<file path="src/sv/mtu_pkg.sv">
// shared types and constants of the markup entity to utf-8 decoder
// no dependencies
`default_nettype none

package mtu_pkg;

    // default store depth
    localparam int MAX_ENTITY_LEN_DEF = 32;

    // segment kinds
    localparam logic [1:0] KIND_NORMAL = 2'd0;
    localparam logic [1:0] KIND_ENTITY = 2'd1;
    localparam logic [1:0] KIND_NULL   = 2'd2;

    // characters
    localparam logic [7:0] CH_AMP   = 8'h26;
    localparam logic [7:0] CH_HASH  = 8'h23;
    localparam logic [7:0] CH_SEMI  = 8'h3B;
    localparam logic [7:0] CH_LT    = 8'h3C;
    localparam logic [7:0] CH_GT    = 8'h3E;
    localparam logic [7:0] CH_QUOT  = 8'h22;
    localparam logic [7:0] CH_APOS  = 8'h27;
    localparam logic [7:0] CH_0     = 8'h30;
    localparam logic [7:0] CH_9     = 8'h39;
    localparam logic [7:0] CH_UA    = 8'h41;
    localparam logic [7:0] CH_UF    = 8'h46;
    localparam logic [7:0] CH_UX    = 8'h58;
    localparam logic [7:0] CH_LA    = 8'h61;
    localparam logic [7:0] CH_LF    = 8'h66;
    localparam logic [7:0] CH_LX    = 8'h78;
    localparam logic [7:0] CH_M     = 8'h6D;
    localparam logic [7:0] CH_P     = 8'h70;
    localparam logic [7:0] CH_L     = 8'h6C;
    localparam logic [7:0] CH_G     = 8'h67;
    localparam logic [7:0] CH_T     = 8'h74;
    localparam logic [7:0] CH_Q     = 8'h71;
    localparam logic [7:0] CH_U     = 8'h75;
    localparam logic [7:0] CH_O     = 8'h6F;
    localparam logic [7:0] CH_S     = 8'h73;

    // code point limits
    localparam logic [20:0] CODE_SAT      = 21'h1FFFFF;
    localparam logic [20:0] CP_SURR_LO    = 21'h00D800;
    localparam logic [20:0] CP_SURR_HI    = 21'h00DFFF;
    localparam logic [20:0] CP_MAX        = 21'h10FFFF;
    localparam logic [20:0] CP_REPLACE    = 21'h00FFFD;
    localparam logic [20:0] CP_1BYTE_MAX  = 21'h00007F;
    localparam logic [20:0] CP_2BYTE_MAX  = 21'h0007FF;
    localparam logic [20:0] CP_3BYTE_MAX  = 21'h00FFFF;

    // utf-8 lead and continuation marks
    localparam logic [7:0] UTF8_LEAD2 = 8'hC0;
    localparam logic [7:0] UTF8_LEAD3 = 8'hE0;
    localparam logic [7:0] UTF8_LEAD4 = 8'hF0;
    localparam logic [7:0] UTF8_CONT  = 8'h80;

    // encoded replacement character
    localparam logic [7:0] UTF8_REPL_B0 = 8'hEF;
    localparam logic [7:0] UTF8_REPL_B1 = 8'hBF;
    localparam logic [7:0] UTF8_REPL_B2 = 8'hBD;

    // entity state seen by the resolver at the end of an entity
    typedef struct packed {
        logic        amp_first;
        logic [7:0]  nb1;
        logic [7:0]  nb2;
        logic [7:0]  nb3;
        logic [7:0]  nb4;
        logic [20:0] code;
        logic        hex;
        logic        digits_ok;
        logic        overflowed;
    } ent_ctx_t;

    // resolver verdict: raw replay, or up to four decoded bytes
    typedef struct packed {
        logic            replay;
        logic            ovf;
        logic [2:0]      len;
        logic [3:0][7:0] bytes;
    } dec_t;

endpackage

`default_nettype wire

</file>
<file path="src/sv/mtu_in_if.sv">
// input channel of the entity decoder: valid, ready and one text byte
// depends on nothing
`default_nettype none

interface mtu_in_if;
    logic       valid;
    logic       ready;
    logic [7:0] in_byte;
    logic [1:0] seg_kind;
    logic       seg_last;

    modport source (output valid, in_byte, seg_kind, seg_last, input ready);
    modport sink   (input valid, in_byte, seg_kind, seg_last, output ready);
endinterface

`default_nettype wire

</file>
<file path="src/sv/mtu_out_if.sv">
// output channel of the entity decoder: valid, ready and one utf-8 byte
// depends on nothing
`default_nettype none

interface mtu_out_if;
    logic       valid;
    logic       ready;
    logic [7:0] out_byte;
    logic       run_last;
    logic       overflow;

    modport source (output valid, out_byte, run_last, overflow, input ready);
    modport sink   (input valid, out_byte, run_last, overflow, output ready);
endinterface

`default_nettype wire

</file>
<file path="src/sv/mtu_resolve.sv">
// end-of-entity resolver: named entity match, numeric check, utf-8 encoding
// depends on mtu_pkg
`default_nettype none

module mtu_resolve #(
    parameter int MAX_ENTITY_LEN = mtu_pkg::MAX_ENTITY_LEN_DEF
) (
    input  wire mtu_pkg::ent_ctx_t               ctx,
    input  wire logic [$clog2(MAX_ENTITY_LEN+1)-1:0] pos,
    input  wire logic [7:0]                      last_byte,
    output mtu_pkg::dec_t                        dec
);

    localparam int CW = $clog2(MAX_ENTITY_LEN + 1);

    logic        ends_ok;
    logic        numeric;
    logic        num_ok;
    logic        named_hit;
    logic [7:0]  named_val;
    logic [20:0] cp;
    logic [2:0]  u_len;
    logic [3:0][7:0] u_bytes;

    // framing: leading ampersand, trailing semicolon, at least two bytes
    assign ends_ok = ctx.amp_first && (pos >= CW'(1)) && (last_byte == mtu_pkg::CH_SEMI);

    // numeric reference needs at least one digit after the prefix
    assign numeric = (pos >= CW'(2)) && (ctx.nb1 == mtu_pkg::CH_HASH);
    assign num_ok  = ctx.digits_ok && (ctx.hex ? (pos > CW'(3)) : (pos > CW'(2)));

    // named entities
    always_comb
    begin
        named_hit = 1'b0;
        named_val = 8'h00;
        if (pos == CW'(4) && ctx.nb1 == mtu_pkg::CH_LA && ctx.nb2 == mtu_pkg::CH_M
            && ctx.nb3 == mtu_pkg::CH_P)
        begin
            named_hit = 1'b1;
            named_val = mtu_pkg::CH_AMP;
        end
        else if (pos == CW'(3) && ctx.nb1 == mtu_pkg::CH_L && ctx.nb2 == mtu_pkg::CH_T)
        begin
            named_hit = 1'b1;
            named_val = mtu_pkg::CH_LT;
        end
        else if (pos == CW'(3) && ctx.nb1 == mtu_pkg::CH_G && ctx.nb2 == mtu_pkg::CH_T)
        begin
            named_hit = 1'b1;
            named_val = mtu_pkg::CH_GT;
        end
        else if (pos == CW'(5) && ctx.nb1 == mtu_pkg::CH_Q && ctx.nb2 == mtu_pkg::CH_U
                 && ctx.nb3 == mtu_pkg::CH_O && ctx.nb4 == mtu_pkg::CH_T)
        begin
            named_hit = 1'b1;
            named_val = mtu_pkg::CH_QUOT;
        end
        else if (pos == CW'(5) && ctx.nb1 == mtu_pkg::CH_LA && ctx.nb2 == mtu_pkg::CH_P
                 && ctx.nb3 == mtu_pkg::CH_O && ctx.nb4 == mtu_pkg::CH_S)
        begin
            named_hit = 1'b1;
            named_val = mtu_pkg::CH_APOS;
        end
    end

    // surrogates and out-of-range values become the replacement character
    always_comb
    begin
        if ((ctx.code >= mtu_pkg::CP_SURR_LO && ctx.code <= mtu_pkg::CP_SURR_HI)
            || ctx.code > mtu_pkg::CP_MAX)
        begin
            cp = mtu_pkg::CP_REPLACE;
        end
        else
        begin
            cp = ctx.code;
        end
    end

    // utf-8 encoding
    always_comb
    begin
        u_bytes = '0;
        priority if (cp <= mtu_pkg::CP_1BYTE_MAX)
        begin
            u_len      = 3'd1;
            u_bytes[0] = cp[7:0];
        end
        else if (cp <= mtu_pkg::CP_2BYTE_MAX)
        begin
            u_len      = 3'd2;
            u_bytes[0] = mtu_pkg::UTF8_LEAD2 | {3'b000, cp[10:6]};
            u_bytes[1] = mtu_pkg::UTF8_CONT | {2'b00, cp[5:0]};
        end
        else if (cp <= mtu_pkg::CP_3BYTE_MAX)
        begin
            u_len      = 3'd3;
            u_bytes[0] = mtu_pkg::UTF8_LEAD3 | {4'b0000, cp[15:12]};
            u_bytes[1] = mtu_pkg::UTF8_CONT | {2'b00, cp[11:6]};
            u_bytes[2] = mtu_pkg::UTF8_CONT | {2'b00, cp[5:0]};
        end
        else
        begin
            u_len      = 3'd4;
            u_bytes[0] = mtu_pkg::UTF8_LEAD4 | {5'b00000, cp[20:18]};
            u_bytes[1] = mtu_pkg::UTF8_CONT | {2'b00, cp[17:12]};
            u_bytes[2] = mtu_pkg::UTF8_CONT | {2'b00, cp[11:6]};
            u_bytes[3] = mtu_pkg::UTF8_CONT | {2'b00, cp[5:0]};
        end
    end

    // verdict
    always_comb
    begin
        dec.ovf    = ctx.overflowed;
        dec.replay = 1'b1;
        dec.len    = 3'd1;
        dec.bytes  = '0;
        if (!ctx.overflowed && ends_ok)
        begin
            if (numeric)
            begin
                if (num_ok)
                begin
                    dec.replay = 1'b0;
                    dec.len    = u_len;
                    dec.bytes  = u_bytes;
                end
            end
            else if (named_hit)
            begin
                dec.replay   = 1'b0;
                dec.bytes[0] = named_val;
            end
        end
    end

endmodule

`default_nettype wire

</file>
<file path="src/sv/markup_entity_to_utf8_decoder_top.sv">
// Markup entity to UTF-8 decoder. Normal text bytes pass one per cycle while the output is
// not stalled; an entity byte that does not end its segment is taken and written to the
// entity store while it has room. A null segment end gives three bytes, a decoded entity end
// one to four bytes at one per cycle from a small shift buffer while the output is not
// stalled. For raw replay the store is a single memory with a registered read; a read is
// issued only once no earlier read is pending and the single output register is free.
// Input is held off while any result of an earlier transaction is still being produced.
// The store is not cleared after reset; every replayed entry was written by the same entity.
// depends on mtu_pkg, mtu_in_if, mtu_out_if, mtu_resolve
`default_nettype none

module markup_entity_to_utf8_decoder_top #(
    parameter int MAX_ENTITY_LEN = mtu_pkg::MAX_ENTITY_LEN_DEF
) (
    input wire logic clk,
    input wire logic rst_n,
    mtu_in_if.sink   in_ch,
    mtu_out_if.source out_ch
);

    localparam int CW = $clog2(MAX_ENTITY_LEN + 1);
    localparam int AW = $clog2(MAX_ENTITY_LEN);

    localparam logic [1:0] S_IDLE   = 2'd0;
    localparam logic [1:0] S_EMIT   = 2'd1;
    localparam logic [1:0] S_REPLAY = 2'd2;

    // entity store
    logic [7:0] store_mem [MAX_ENTITY_LEN];
    logic [7:0] mem_q_reg;

    logic [1:0]    state_reg, state_next;
    logic [CW-1:0] cnt_reg, cnt_next;
    logic [20:0]   code_reg, code_next;
    logic          hex_reg, hex_next;
    logic          dok_reg, dok_next;
    logic          ovf_reg, ovf_next;
    logic          amp_reg, amp_next;
    logic [7:0]    nb1_reg, nb1_next;
    logic [7:0]    nb2_reg, nb2_next;
    logic [7:0]    nb3_reg, nb3_next;
    logic [7:0]    nb4_reg, nb4_next;

    logic          out_valid_reg, out_valid_next;
    logic [7:0]    out_byte_reg, out_byte_next;
    logic          out_last_reg, out_last_next;
    logic          out_ovf_reg, out_ovf_next;

    logic [2:0][7:0] emit_buf_reg, emit_buf_next;
    logic [1:0]      emit_cnt_reg, emit_cnt_next;

    logic [CW-1:0] rp_len_reg, rp_len_next;
    logic [CW-1:0] rp_idx_reg, rp_idx_next;
    logic          rp_ovf_reg, rp_ovf_next;
    logic          rd_pend_reg, rd_pend_next;
    logic          rd_last_reg, rd_last_next;

    logic          out_free;
    logic          in_ready;
    logic          acc;
    logic          is_ent;
    logic          is_null;
    logic          room;
    logic          wr_en;
    logic          rd_issue;
    logic [7:0]    c;
    logic          d_is;
    logic [3:0]    d_val;
    logic [25:0]   mul;
    logic [25:0]   v;
    logic [20:0]   code_upd;

    mtu_pkg::ent_ctx_t ctx;
    mtu_pkg::dec_t     dec;

    // handshake
    assign out_free = !out_valid_reg || out_ch.ready;
    assign in_ready = (state_reg == S_IDLE) && out_free;
    assign acc      = in_ch.valid && in_ready;
    assign is_ent   = (in_ch.seg_kind == mtu_pkg::KIND_ENTITY);
    assign is_null  = (in_ch.seg_kind == mtu_pkg::KIND_NULL);
    assign room     = (cnt_reg < CW'(MAX_ENTITY_LEN));
    assign wr_en    = acc && is_ent && room;
    assign rd_issue = (state_reg == S_REPLAY) && !rd_pend_reg && out_free
                      && (rp_idx_reg < rp_len_reg);

    assign in_ch.ready     = in_ready;
    assign out_ch.valid    = out_valid_reg;
    assign out_ch.out_byte = out_byte_reg;
    assign out_ch.run_last = out_last_reg;
    assign out_ch.overflow = out_ovf_reg;

    // digit classification
    assign c = in_ch.in_byte;
    always_comb
    begin
        d_is  = 1'b1;
        d_val = 4'd0;
        priority if (c >= mtu_pkg::CH_0 && c <= mtu_pkg::CH_9)
        begin
            d_val = 4'(c - mtu_pkg::CH_0);
        end
        else if (hex_reg && c >= mtu_pkg::CH_LA && c <= mtu_pkg::CH_LF)
        begin
            d_val = 4'(c - mtu_pkg::CH_LA + 8'd10);
        end
        else if (hex_reg && c >= mtu_pkg::CH_UA && c <= mtu_pkg::CH_UF)
        begin
            d_val = 4'(c - mtu_pkg::CH_UA + 8'd10);
        end
        else
        begin
            d_is = 1'b0;
        end
    end

    // accumulate one digit, saturating
    assign mul = hex_reg ? {1'b0, code_reg, 4'b0000}
                         : ({2'b00, code_reg, 3'b000} + {4'b0000, code_reg, 1'b0});
    assign v   = mul + {22'd0, d_val};
    assign code_upd = (v > {5'd0, mtu_pkg::CODE_SAT}) ? mtu_pkg::CODE_SAT : v[20:0];

    // resolver view of the entity
    always_comb
    begin
        ctx.amp_first  = amp_reg;
        ctx.nb1        = nb1_reg;
        ctx.nb2        = nb2_reg;
        ctx.nb3        = nb3_reg;
        ctx.nb4        = nb4_reg;
        ctx.code       = code_reg;
        ctx.hex        = hex_reg;
        ctx.digits_ok  = dok_reg;
        ctx.overflowed = ovf_reg || !room;
    end

    mtu_resolve #(
        .MAX_ENTITY_LEN (MAX_ENTITY_LEN)
    ) u_resolve (
        .ctx       (ctx),
        .pos       (cnt_reg),
        .last_byte (in_ch.in_byte),
        .dec       (dec)
    );

    // control and datapath next state
    always_comb
    begin
        state_next     = state_reg;
        cnt_next       = cnt_reg;
        code_next      = code_reg;
        hex_next       = hex_reg;
        dok_next       = dok_reg;
        ovf_next       = ovf_reg;
        amp_next       = amp_reg;
        nb1_next       = nb1_reg;
        nb2_next       = nb2_reg;
        nb3_next       = nb3_reg;
        nb4_next       = nb4_reg;
        out_valid_next = out_valid_reg && !out_ch.ready;
        out_byte_next  = out_byte_reg;
        out_last_next  = out_last_reg;
        out_ovf_next   = out_ovf_reg;
        emit_buf_next  = emit_buf_reg;
        emit_cnt_next  = emit_cnt_reg;
        rp_len_next    = rp_len_reg;
        rp_idx_next    = rp_idx_reg;
        rp_ovf_next    = rp_ovf_reg;
        rd_pend_next   = rd_issue;
        rd_last_next   = rd_last_reg;

        unique case (state_reg)
            S_IDLE:
            begin
                if (acc)
                begin
                    if (is_ent)
                    begin
                        // store the byte and track the prefix
                        if (room)
                        begin
                            cnt_next = cnt_reg + CW'(1);
                            if (cnt_reg == CW'(0)) amp_next = (c == mtu_pkg::CH_AMP);
                            if (cnt_reg == CW'(1)) nb1_next = c;
                            if (cnt_reg == CW'(2)) nb2_next = c;
                            if (cnt_reg == CW'(3)) nb3_next = c;
                            if (cnt_reg == CW'(4)) nb4_next = c;
                            // digits of a numeric reference
                            if (!in_ch.seg_last && cnt_reg >= CW'(2)
                                && nb1_reg == mtu_pkg::CH_HASH)
                            begin
                                if (cnt_reg == CW'(2)
                                    && (c == mtu_pkg::CH_LX || c == mtu_pkg::CH_UX))
                                begin
                                    hex_next = 1'b1;
                                end
                                else if (d_is)
                                begin
                                    code_next = code_upd;
                                end
                                else
                                begin
                                    dok_next = 1'b0;
                                end
                            end
                        end
                        else
                        begin
                            ovf_next = 1'b1;
                        end

                        // end of entity: decode or replay, then start afresh
                        if (in_ch.seg_last)
                        begin
                            cnt_next  = '0;
                            code_next = '0;
                            hex_next  = 1'b0;
                            dok_next  = 1'b1;
                            ovf_next  = 1'b0;
                            if (dec.replay)
                            begin
                                state_next  = S_REPLAY;
                                rp_len_next = room ? (cnt_reg + CW'(1))
                                                   : CW'(MAX_ENTITY_LEN);
                                rp_idx_next = '0;
                                rp_ovf_next = dec.ovf;
                            end
                            else
                            begin
                                out_valid_next = 1'b1;
                                out_byte_next  = dec.bytes[0];
                                out_last_next  = (dec.len == 3'd1);
                                out_ovf_next   = 1'b0;
                                emit_buf_next  = dec.bytes[3:1];
                                emit_cnt_next  = 2'(dec.len - 3'd1);
                                if (dec.len != 3'd1) state_next = S_EMIT;
                            end
                        end
                    end
                    else if (is_null)
                    begin
                        // replacement character at the segment end
                        if (in_ch.seg_last)
                        begin
                            out_valid_next   = 1'b1;
                            out_byte_next    = mtu_pkg::UTF8_REPL_B0;
                            out_last_next    = 1'b0;
                            out_ovf_next     = 1'b0;
                            emit_buf_next[0] = mtu_pkg::UTF8_REPL_B1;
                            emit_buf_next[1] = mtu_pkg::UTF8_REPL_B2;
                            emit_cnt_next    = 2'd2;
                            state_next       = S_EMIT;
                        end
                    end
                    else
                    begin
                        // normal text passes through
                        out_valid_next = 1'b1;
                        out_byte_next  = c;
                        out_last_next  = 1'b1;
                        out_ovf_next   = 1'b0;
                    end
                end
            end

            S_EMIT:
            begin
                // drain the shift buffer
                if (out_free)
                begin
                    out_valid_next   = 1'b1;
                    out_byte_next    = emit_buf_reg[0];
                    out_last_next    = (emit_cnt_reg == 2'd1);
                    out_ovf_next     = 1'b0;
                    emit_buf_next[0] = emit_buf_reg[1];
                    emit_buf_next[1] = emit_buf_reg[2];
                    emit_cnt_next    = emit_cnt_reg - 2'd1;
                    if (emit_cnt_reg == 2'd1) state_next = S_IDLE;
                end
            end

            S_REPLAY:
            begin
                // read issue, data goes through mem_q_reg into the output register
                if (rd_issue)
                begin
                    rp_idx_next  = rp_idx_reg + CW'(1);
                    rd_last_next = ((rp_idx_reg + CW'(1)) == rp_len_reg);
                end
                if (rd_pend_reg)
                begin
                    out_valid_next = 1'b1;
                    out_byte_next  = mem_q_reg;
                    out_last_next  = rd_last_reg;
                    out_ovf_next   = rp_ovf_reg;
                    if (rd_last_reg) state_next = S_IDLE;
                end
            end

            default:
            begin
                state_next = S_IDLE;
            end
        endcase
    end

    // store write and registered read
    always_ff @(posedge clk)
    begin
        if (wr_en)
        begin
            store_mem[cnt_reg[AW-1:0]] <= in_ch.in_byte;
        end
        if (rd_issue)
        begin
            mem_q_reg <= store_mem[rp_idx_reg[AW-1:0]];
        end
    end

    // control registers
    always_ff @(posedge clk or negedge rst_n)
    begin
        if (!rst_n)
        begin
            state_reg     <= S_IDLE;
            cnt_reg       <= '0;
            code_reg      <= '0;
            hex_reg       <= 1'b0;
            dok_reg       <= 1'b1;
            ovf_reg       <= 1'b0;
            out_valid_reg <= 1'b0;
            emit_cnt_reg  <= '0;
            rp_len_reg    <= '0;
            rp_idx_reg    <= '0;
            rd_pend_reg   <= 1'b0;
            rd_last_reg   <= 1'b0;
        end
        else
        begin
            state_reg     <= state_next;
            cnt_reg       <= cnt_next;
            code_reg      <= code_next;
            hex_reg       <= hex_next;
            dok_reg       <= dok_next;
            ovf_reg       <= ovf_next;
            out_valid_reg <= out_valid_next;
            emit_cnt_reg  <= emit_cnt_next;
            rp_len_reg    <= rp_len_next;
            rp_idx_reg    <= rp_idx_next;
            rd_pend_reg   <= rd_pend_next;
            rd_last_reg   <= rd_last_next;
        end
    end

    // payload registers
    always_ff @(posedge clk)
    begin
        amp_reg      <= amp_next;
        nb1_reg      <= nb1_next;
        nb2_reg      <= nb2_next;
        nb3_reg      <= nb3_next;
        nb4_reg      <= nb4_next;
        out_byte_reg <= out_byte_next;
        out_last_reg <= out_last_next;
        out_ovf_reg  <= out_ovf_next;
        emit_buf_reg <= emit_buf_next;
        rp_ovf_reg   <= rp_ovf_next;
    end

endmodule

`default_nettype wire

</file>
<file path="src/flat_wrapper.sv">
// flat-port wrapper written by rule: the top's interface ports become plain ports
module markup_entity_to_utf8_decoder_top_flat 
#(
    parameter int MAX_ENTITY_LEN = mtu_pkg::MAX_ENTITY_LEN_DEF
)
  (clk, rst_n, in_ch_valid, in_ch_in_byte, in_ch_seg_kind, in_ch_seg_last, in_ch_ready, out_ch_valid, out_ch_out_byte, out_ch_run_last, out_ch_overflow, out_ch_ready);
  mtu_in_if in_ch_i ();
  mtu_out_if out_ch_i ();
  input wire logic clk;
  input wire logic rst_n;
  input wire logic [$bits(in_ch_i.valid)-1:0] in_ch_valid;
  input wire logic [$bits(in_ch_i.in_byte)-1:0] in_ch_in_byte;
  input wire logic [$bits(in_ch_i.seg_kind)-1:0] in_ch_seg_kind;
  input wire logic [$bits(in_ch_i.seg_last)-1:0] in_ch_seg_last;
  output wire logic [$bits(in_ch_i.ready)-1:0] in_ch_ready;
  output wire logic [$bits(out_ch_i.valid)-1:0] out_ch_valid;
  output wire logic [$bits(out_ch_i.out_byte)-1:0] out_ch_out_byte;
  output wire logic [$bits(out_ch_i.run_last)-1:0] out_ch_run_last;
  output wire logic [$bits(out_ch_i.overflow)-1:0] out_ch_overflow;
  input wire logic [$bits(out_ch_i.ready)-1:0] out_ch_ready;
  assign in_ch_i.valid = in_ch_valid;
  assign in_ch_i.in_byte = in_ch_in_byte;
  assign in_ch_i.seg_kind = in_ch_seg_kind;
  assign in_ch_i.seg_last = in_ch_seg_last;
  assign in_ch_ready = in_ch_i.ready;
  assign out_ch_valid = out_ch_i.valid;
  assign out_ch_out_byte = out_ch_i.out_byte;
  assign out_ch_run_last = out_ch_i.run_last;
  assign out_ch_overflow = out_ch_i.overflow;
  assign out_ch_i.ready = out_ch_ready;
  markup_entity_to_utf8_decoder_top #(.MAX_ENTITY_LEN(MAX_ENTITY_LEN)) u_core (.clk(clk), .rst_n(rst_n), .in_ch(in_ch_i), .out_ch(out_ch_i));
endmodule
</file>
<file path="config.mk">
export PLATFORM = sky130hd
export DESIGN_NAME = markup_entity_to_utf8_decoder_top_flat
export DESIGN_NICKNAME = d
export VERILOG_FILES = /design/src/sv/mtu_pkg.sv /design/src/sv/mtu_in_if.sv /design/src/sv/mtu_out_if.sv /design/src/sv/mtu_resolve.sv /design/src/sv/markup_entity_to_utf8_decoder_top.sv /design/src/flat_wrapper.sv
export SDC_FILE = /design/constraint.sdc
export NUM_CORES = 1
export LEC_CHECK = 0
export BUFFER_PORTS_ARGS = -buffer_cell sky130_fd_sc_hd__buf_2
export CORE_ASPECT_RATIO = 1.5
export CORE_UTILIZATION = 40
export DETAILED_ROUTE_END_ITERATION = 10
export GPL_TIMING_DRIVEN = 0
export MAX_ROUTING_LAYER = met4
export PLACE_DENSITY = 0.58
export SYNTH_ARGS = -nofsm -noshare
export SYNTH_HDL_FRONTEND = slang
export SYNTH_SLANG_ARGS = --single-unit
</file>
<file path="constraint.sdc">
create_clock -name clk -period 11.89 [get_ports clk]
set_clock_uncertainty 0.1 [all_clocks]
set_input_delay 0.5945 -clock clk [delete_from_list [all_inputs] [get_ports clk]]
set_output_delay 0.5945 -clock clk [all_outputs]
set_load 0.01 [all_outputs]
</file>
; Word-level counts from Yosys, hierarchy flattened
; Memories as Yosys holds them, arrays and structs flattened. A register that Yosys moved wholly into a read port is not among the register bits.
; Cells that the tools add are included.
[classes]
add_sub_neg = 11
bitwise = 4
eq_ne = 47
n_reduce_logical = 75
mux = 128
order_cmp = 19
[ops]
columns = cell, n
row1 = 21-bit two-way mux, 7
row2 = 16-bit two-way mux, 9
row3 = 8-bit by 7-bit equality test with 1-bit output (second input constant), 14
row4 = 8-bit two-way mux, 14
row5 = 35-bit two-way mux, 2
row6 = 6-bit two-way mux, 11
row7 = 1-bit two-way mux, 49
row8 = 21-bit by 16-bit less-or-equal comparator with 1-bit output (second input constant), 2
row9 = 1-bit logical AND, 37
row10 = 2-bit two-way mux, 18
row11 = 5-bit AND reduction, 7
row12 = 16-bit case mux with 2 select lines, 1
row13 = 7-bit AND reduction, 4
row14 = 27-bit two-way mux, 1
row15 = 26-bit by 4-bit adder with 26-bit output, 1
row16 = 26-bit by 21-bit greater-than comparator with 1-bit output (second input constant), 1
row17 = 26-bit two-way mux, 1
row18 = 24-bit by 22-bit adder with 25-bit output, 1
row19 = 8-bit by 6-bit equality test with 1-bit output (second input constant), 3
row20 = 24-bit two-way mux, 1
row21 = 8-bit case mux with 3 select lines, 1
row22 = 22-bit two-way mux, 1
row23 = 21-bit by 16-bit greater-or-equal comparator with 1-bit output (second input constant), 1
row24 = 21-bit greater-than comparator (second input constant), 1
row25 = 46 further kinds, 96
[totals]
out_inout_bits = 12
memories = 1
register_bits = 117
in_bits = 15
wordCells = 310
ram_bits = 256
[memory_table]
columns = memory, words, word_bits, read_ports, rd_ports_with_merged_regs, write_ports, line
row1 = u_core.store_mem, 32, 8, 1, 1, 1, markup_entity_to_utf8_decoder_top.sv:29  ; logic [7:0] store_mem [MAX_ENTITY_LEN];

; Depth between registers and ports, before layout
; Gate-level depths: netlist (run 1).
[depth]
ltp_word = 20
mapped_depth = 19
ltp_nobuf = 18

; Cells and area by module
; Synthesis (run 1) repeated with hierarchy kept, for this count alone.
[hier_totals]
cells_unflattened = 1306
area_unflattened_um2 = 18512.8
[modules_own_cells]
columns = module, instances, area_per_inst_um2, cells_per_inst, seq_area_each_um2
row1 = markup_entity_to_utf8_decoder_top, 1, 17349.1, 1130, 11197.0
row2 = mtu_resolve, 1, 1163.6, 176, 0.0

; Worst setup path before layout (run 1)
; No wires, ideal clock.
[synth_path]
path_kind = reg-to-reg
start = register u_core.hex_reg
end = register u_core.code_reg[10]
stages_incl_launch_ff = 20
n_path_buf = 5
arrival_ns = 4.337
t_required_ns = 11.664
period_less_slack_ns = 4.563
setup_slack_ns = 7.327
setup_time_ns = 0.126
cell_sequence = dfrtp_1 -> buf_2 -> buf_2 -> buf_1 -> clkbuf_1 -> and4_1 -> nor2b_1 -> o21ai_0 -> o21ai_0 -> inv_1 -> fa_1 -> nor2b_1 -> o21bai_1 -> or2_2 -> nor4_1 -> nand3_1 -> or3_1 -> o211a_1 -> buf_6 -> a221o_1
[synth_between]
elab_chain_cells = 13
elab_cells_between_ends = 21
cone_classes = add/sub: 1 / order compare: 1 / mux: 13 / reduce/logical: 6
[synth_rtl]
columns = item, line
row1 = "start, declared", markup_entity_to_utf8_decoder_top.sv:35  ; logic hex_reg, hex_next;
row2 = "start signal, assigned", markup_entity_to_utf8_decoder_top.sv:343  ; hex_reg <= hex_next;
row3 = 1-bit logical AND (2 in a row), markup_entity_to_utf8_decoder_top.sv:107  ; else if (hex_reg && c >= mtu_pkg::CH_UA && c <= mtu_pkg::CH_UF)
row4 = 4-bit two-way mux, markup_entity_to_utf8_decoder_top.sv:107
row5 = 4-bit two-way mux, markup_entity_to_utf8_decoder_top.sv:103  ; else if (hex_reg && c >= mtu_pkg::CH_LA && c <= mtu_pkg::CH_LF)
row6 = 4-bit two-way mux, markup_entity_to_utf8_decoder_top.sv:99  ; priority if (c >= mtu_pkg::CH_0 && c <= mtu_pkg::CH_9)
row7 = 26-bit by 4-bit adder with 26-bit output, markup_entity_to_utf8_decoder_top.sv:120  ; assign v = mul + {22'd0, d_val};
row8 = 26-bit by 21-bit greater-than comparator with 1-bit output, markup_entity_to_utf8_decoder_top.sv:121  ; assign code_upd = (v > {5'd0, mtu_pkg::CODE_SAT}) ? mtu_pkg::CODE_SAT : v[20:0];
row9 = 21-bit two-way mux, markup_entity_to_utf8_decoder_top.sv:121
row10 = 21-bit two-way mux, markup_entity_to_utf8_decoder_top.sv:197  ; else if (d_is)
row11 = 21-bit two-way mux, markup_entity_to_utf8_decoder_top.sv:192  ; if (cnt_reg == CW'(2)
row12 = 21-bit two-way mux, markup_entity_to_utf8_decoder_top.sv:189  ; if (!in_ch.seg_last && cnt_reg >= CW'(2)
row13 = 21-bit two-way mux, markup_entity_to_utf8_decoder_top.sv:180  ; if (room)
row14 = 21-bit two-way mux, markup_entity_to_utf8_decoder_top.sv:213  ; if (in_ch.seg_last)
row15 = "end signal, assigned", markup_entity_to_utf8_decoder_top.sv:342  ; code_reg <= code_next;
row16 = "end, declared", markup_entity_to_utf8_decoder_top.sv:34  ; logic [20:0] code_reg, code_next;
; Several ways; a longest one is shown, not always the timed one. The select of a mux whose other input is x is not followed.
; A chain may end at the register's enable or synchronous reset.

; Worst setup path in the final report (run 1)
[layout_path]
start = register u_core.hex_reg
end = register u_core.code_reg[4]
; The elaborated chain is that of the path after synthesis.

==> impl_metrics.tcl, run 1 <==
set metrics [dict create \
    outcome "finished with violations" \
    violations "negative hold slack" \
    synth_area_leaders "edfxtp_1 54%, mux4_2 9.9%, dfrtp_1 6.6%" \
    track_usage_pct 21.0 \
    ant_nets 0 \
    cp-startpoint "u_core.hex_reg" \
    power_frac_comb_pct 20.0 \
    p_clk_share_pct 34.0 \
    cp_max_fo 10 \
    io-pin-count 27 \
    cts_setup_buffers 0 \
    clockRootBuffer "clkbuf_16" \
    wl_per_cell_um 23.4 \
    clock_latency_ns 0.53 \
    num_rows 95 \
    timing.hold.ws_ns -0.00525 \
    start_util_pct 40.7 \
    cts_buffers 36 \
    slew_headroom_pct 20.4 \
    setup_tns_ns 0 \
    syn_to_final_growth_pct 11.4 \
    synth_largest_area_cell "edfxtp_1" \
    grt_antenna_before_repair 0 \
    drc_errors 0 \
    clock_path_buffers 3 \
    final_cell_mix "329 x edfxtp_1, 102 x nor2_1, 80 x mux4_2, 72 x nand2_1, 68 x o21ai_0" \
    htreeDepth 2 \
    finalCritPeriodShare_pct 50.6 \
    viasPerCell 5.84 \
    synth.distinct_cells 89 \
    power_frac_seq_pct 45.9 \
    rsz0062_at_grt "false" \
    gp_congestion 0.861 \
    hold_buffers 0 \
    r2r_slack_ns 5.88 \
    drive_above_1_share_pct 14.8 \
    synth_top_area_share_pct 54.0 \
    syn_inst 1309 \
    clkTransAtPathRegs_ns 0.07 \
    grt_max_degree 50 \
    rr_endpoint "u_core.code_reg[4]" \
    insertedDiodeCount 0 \
    hold_viol 2 \
    fin_util_pct 45.3 \
    fp.dieW_um 177 \
    arrival_ns 6.31 \
    dr.pass1.iters 5 \
    largest_reg_flops 256 \
    numPortBuffers 26 \
    synth-seq-cells 378 \
    core_um2 44900 \
    cts_sinks 378 \
    fin_crit_ns 6.01 \
    tightest_slew_ns 1.18 \
    switching_power_mw 0.954 \
    fmax_ghz 0.166 \
    powerDensity_nw_per_um2 169 \
    wl_um 46400 \
    layout.nets 1438 \
    drv_slew 0 \
    final_common_cell "edfxtp_1" \
    die_area_um2 46600 \
    p_int_mw 2.50 \
    crit_type "flip-flop to flip-flop" \
    start_kind "flip-flop" \
    synthFlopType "edfxtp_1" \
    p_leak_nw 6.80 \
    critPathCaptureType "flip-flop" \
    cts_tree "yes" \
    synth_warnings 0 \
    reg2reg_depth 19 \
    grt_pass1_vias 12000 \
    peakVddDrop_v 0.000136 \
    synth.avg_cell_area_um2 14.0 \
    place_hpwl_um 33300 \
    worstPathRequired_ns 12.19 \
    syn-cell-area_um2 18300 \
    dr_total_vias 11600 \
    seq_area_frac_synth_pct 60.8 \
    grt.overflow.total 0 \
    first_iter_violations 844 \
    p_sw_share_pct 27.7 \
    die_y_um 264 \
    synth-edff-count 329 \
    rr_startpoint "u_core.hex_reg" \
    drv_cap 0 \
    hold_path.class "input port to asynchronous set/reset pin" \
    grt_pass1_wl_um 71500 \
    post_cts_resized 0 \
    syn-num-nets 1372 \
    async_reset_ff_share_pct 13.0 \
    report.final.setup_viol 0 \
]
-- per-layer routing --
layer | wire length [um] | up-vias | track usage, %
met2 | 25400 | 301 | 38.3
met4 | 2020 | 0 | 9.41
met3 | 1470 | 99 | 2.13
met5 | 0 | - | -
met1 | 17500 | 5859 | 22.7
li1 | - | 5306 | -
-- cell families (layout without fill, tap and decap cells) --
kind of cell | after synthesis | in the layout | synth area share (%)
adder cells (fa/ha/maj) | 48 | 48 | 3.37
AND/OR/NAND/NOR | 341 | 341 | 9.48
XOR/XNOR | 34 | 34 | 1.63
buffers and inverters | 109 | 199 | 2.35
multiplexers | 101 | 101 | 11.1
flip-flops | 378 | 378 | 60.8
AO/OA/AOI/OAI | 298 | 298 | 11.3
-- worst max path at each step --
stage                                endpoint  depth (start not counted)  slack [ns]
after detailed placement   u_core.code_reg[2]                         19        5.81
final                      u_core.code_reg[4]                         19        5.88
after floorplan           u_core.code_reg[10]                         19        7.33
after global placement    u_core.code_reg[20]                         19        5.92
after CTS                  u_core.code_reg[2]                         19        5.89
after global routing       u_core.code_reg[3]                         19        5.53
-- Yosys cell counts (5+ instances only) --
cell type,n
edfxtp_1,329
clkbuf_1,54
a221o_1,21
o21ai_0,68
dfrtp_1,48
nor4_1,14
buf_2,5
a21oi_1,64
nor2b_1,19
a311oi_1,5
nor2_1,102
o22ai_1,10
ha_1,46
buf_1,13
o31ai_1,5
and2_1,7
o21a_1,11
nand2b_1,12
a211oi_1,7
nand3b_1,7
nand4_1,7
xnor2_1,22
or4_1,5
o22a_1,8
nand3_1,30
nor3_1,16
a221oi_1,8
a211o_1,5
nand2_1,72
o211ai_1,5
mux4_2,80
mux2i_1,8
and3_1,14
mux2_2,13
xor2_1,12
or3_1,7
a21o_1,6
a22o_1,6
a31oi_1,11
inv_1,35
-- critical path, cell delays in order (launching register included) --
cell	delay, ns
dfrtp_1	0.32
buf_2	0.22
buf_2	0.29
buf_1	0.56
clkbuf_1	0.57
and4_1	0.38
nor2b_1	0.14
o21ai_0	0.07
o21ai_0	0.14
inv_1	0.11
fa_1	0.47
nor2b_1	0.13
o21bai_1	0.09
or2_2	0.31
nor4_1	0.52
nand3_1	0.31
or3_1	0.42
o211a_1	0.30
buf_6	0.17
a221o_1	0.26
-- stage by stage --
stage	power [mW]	cell area, um^2	setup WS (ns)	instances	hold slack (ns)
final	3.45	20400	5.88	1981	-0.00525
after global routing	3.59	20400	5.53	1981	0.0859
after CTS	3.48	20400	5.89	1981	0.290
after detailed placement	2.30	19200	5.81	1919	0.386
after global placement	2.29	19100	5.92	1917	0.383
after floorplan	2.07	18300	7.33	1309	0.199
-- final cells by class --
| cell class | count | area, um^2 |
|---|---|---|
| buffer | 74 | 299 |
| fill | 4032 | 24600 |
| multi-input combinational | 822 | 6770 |
| sequential | 378 | 11100 |
| clock buffer | 41 | 920 |
| timing repair buffer | 28 | 148 |
| clock inverter | 21 | 265 |
| inverter | 35 | 131 |
| tap | 582 | 728 |
-- power by group through the flow --
stage,clock network (mW),registers [mW],logic [mW]
global route,1.25,1.59,0.753
global placement,0,1.61,0.683
finish,1.17,1.58,0.692
floorplan,0,1.61,0.453
CTS,1.20,1.58,0.696
detailed placement,0,1.61,0.692
Power figures use the tool's default switching activity.
==> run 2: changes to the inputs <==
ABC_AREA = 1   (was default)
clock period = 5.8 ns   (was 11.89 ns; I/O delays follow)
==> impl_metrics.tcl, run 2 <==
set metrics [dict create \
    drive_above_1_share_pct 8.21 \
    start_util_pct 40.4 \
    numPortBuffers 26 \
    synth_largest_area_cell "edfxtp_1" \
    clock_path_buffers 3 \
    final_common_cell "nand2_1" \
    async_reset_ff_share_pct 13.0 \
    drc_errors 0 \
    rsz0062_at_grt "false" \
    use_met3_pct 2.87 \
    grt_use_met2_pct 46.8 \
    cts_sinks 378 \
    syn-cell-area_um2 18800 \
    tightest_slew_ns 1.24 \
    clock_latency_ns 0.55 \
    die_y_um 268 \
    r2r_slack_ns 1.15 \
    synth_area_leaders "edfxtp_1 52%, nand2_1 7.0%, dfrtp_1 6.4%" \
    grt_use_met1_pct 24.7 \
    wl_per_cell_um 22.3 \
    final_cells 2628 \
    first_iter_violations 1030 \
    htreeDepth 2 \
    crit_type "flip-flop to flip-flop" \
    fin_crit_ns 4.65 \
    peakVddDrop_v 0.000179 \
    grt.busiest_layer "met2" \
    setup_tns_ns 0 \
    syn-num-nets 2002 \
    synth.distinct_cells 56 \
    synth-seq-cells 378 \
    drv_slew 0 \
    grt_max_degree 50 \
    viasPerCell 5.53 \
    synth_top_area_share_pct 52.5 \
    dp.cells 2560 \
    dr_total_vias 14500 \
    ant_nets 0 \
    track_usage_pct 25.5 \
    grt_pass1_wl_um 87400 \
    cts_tree "yes" \
    yosysMostFrequentCell "nand2_1" \
    place_hpwl_um 41900 \
    clockRootBuffer "clkbuf_16" \
    dr.pass1.iters 5 \
    worstPathRequired_ns 6.12 \
    wl_um 58500 \
    hold_viol 0 \
    slew_headroom_pct 17.0 \
    syn_inst 1939 \
    gp_congestion 0.979 \
    finalCritPeriodShare_pct 80.1 \
    num_rows 97 \
    powerDensity_nw_per_um2 452 \
    synth_warnings 0 \
    start_kind "flip-flop" \
    largest_reg_flops 256 \
    fillerInstances 4519 \
    drv_cap 0 \
    layout.nets 2068 \
    outcome "completed" \
    clkTransAtPathRegs_ns 0.06 \
    grt_antenna_before_repair 1 \
    report.final.setup_viol 0 \
    arrival_ns 4.96 \
    fmax_ghz 0.215 \
    core_um2 46600 \
    fp.dieW_um 179 \
    synthTopCellsByCount "350 x nand2_1, 329 x edfxtp_1, 304 x nor2_1, 196 x o21ai_0, 159 x inv_1" \
    cp_max_fo 10 \
    synthFlopType "edfxtp_1" \
    syn_to_final_growth_pct 11.0 \
    final_cell_mix "350 x nand2_1, 329 x edfxtp_1, 304 x nor2_1, 196 x o21ai_0, 159 x inv_1" \
    hold_path.class "input port to flip-flop" \
    seq_area_frac_synth_pct 59.0 \
    synth-edff-count 329 \
    grt_pass1_vias 14900 \
    grt.overflow.total 0 \
    synth.avg_cell_area_um2 9.71 \
    die_area_um2 48000 \
    io-pin-count 27 \
    critPathCaptureType "flip-flop" \
    cts_buffers 36 \
    p_leak_nw 7.97 \
]
[run 2: cell count changes after synthesis, moves of 70 or more]
cell     change
inv_1      +124
mux4_2      -80
nand2_1    +278
nand3_1     +70
nor2_1     +202
o21ai_0    +128
o22ai_1     +72
[run 2: layout make-up]
type	count	area, um^2	share of cell area, %
flip-flops and latches	378	11100	53.1
multi-input cells	1312	6720	32.2
clock buffers	48	998	4.78
well taps	594	743	3.56
inverters	174	653	3.12
plain buffers	75	347	1.66
clock inverters	18	181	0.868
repair buffers	28	145	0.694
diodes	1	2.50	0.0120
[run 2: stage by stage]
stage / setup WS (ns) / total power, mW / hold slack (ns) / area (um^2) / util [%]
CTS: 1.18 / 9.45 / 0.000193 / 20900 / 44.8
global placement: 0.812 / 7.02 / 0.366 / 19700 / 42.3
floorplan: 2.05 / 5.66 / -0.106 / 18800 / -
finish: 1.15 / 9.45 / 0.0169 / 20900 / 44.8
global route: 0.876 / 9.88 / 0.0535 / 20900 / 44.8
detailed placement: 0.772 / 7.05 / 0.368 / 19700 / 42.3
[run 2: path summary, 6_finish.rpt]
kind                                  endpoint  cells past startpoint      startpoint
hold / removal              u_core.code_reg[0]                      4  in_ch_seg_last
hold reg to reg                 u_core.dok_reg                      2  u_core.dok_reg
min in group asynchronous  u_core.code_reg[15]                      2           rst_n
setup / recovery            u_core.code_reg[8]                     27  u_core.hex_reg
setup reg to reg            u_core.code_reg[8]                     27  u_core.hex_reg
max in group asynchronous    u_core.cnt_reg[4]                      2           rst_n
[run 2: timing repair]
action	CTS	global route
setup buffers	0	0
gates resized for setup	0	0
hold endpoints to repair	48	0
hold buffers	1	0
[run 2: report_power, final]
part	internal, mW	leakage (nW)	switching, mW	total, mW
clock	1.36	0.575	1.04	2.40
combinational	1.03	3.75	2.64	3.67
sequential	3.23	3.65	0.143	3.38
total	5.62	7.97	3.83	9.45
[run 2: critical path: stages (launching register included)]
cell and delay [ns]:
dfrtp_1 0.50, inv_2 0.12, buf_2 0.22, buf_2 0.22, buf_2 0.24, nor3_1 0.22, o211ai_1 0.12, nand2_1 0.21
nand2_1 0.09, inv_1 0.07, ha_1 0.17, inv_1 0.06, fa_1 0.40, nor2_1 0.15, o21ai_2 0.09, nor2_2 0.13
nand3_1 0.12, nor2_2 0.16, nand3_2 0.13, nor2_1 0.16, nand4_1 0.13, nor2_2 0.13, nand3_2 0.09, nand2_4 0.14
buf_12 0.16, nand3_2 0.07, nand2_1 0.06, nand2_1 0.05
[run 2: cells by family (layout without fill, tap and decap cells)]
logic type | Yosys count | after routing | synth area share, %
AO/OA/AOI/OAI | 387 | 387 | 11.8
XOR/XNOR | 25 | 25 | 1.16
adder cells (fa/ha/maj) | 48 | 48 | 3.27
buffers and inverters | 249 | 343 | 5.31
flip-flops | 378 | 378 | 59.0
other | 0 | 1 | 0
AND/OR/NAND/NOR | 852 | 852 | 19.5
[run 2: layer usage]
metal | up-vias | routed length (um) | share of wire (%)
li1 | 6874 | - | -
met1 | 7026 | 20800 | 35
met5 | - | 0 | 0
met2 | 449 | 31100 | 53
met4 | 0 | 4440 | 7.6
met3 | 194 | 2250 | 3.8
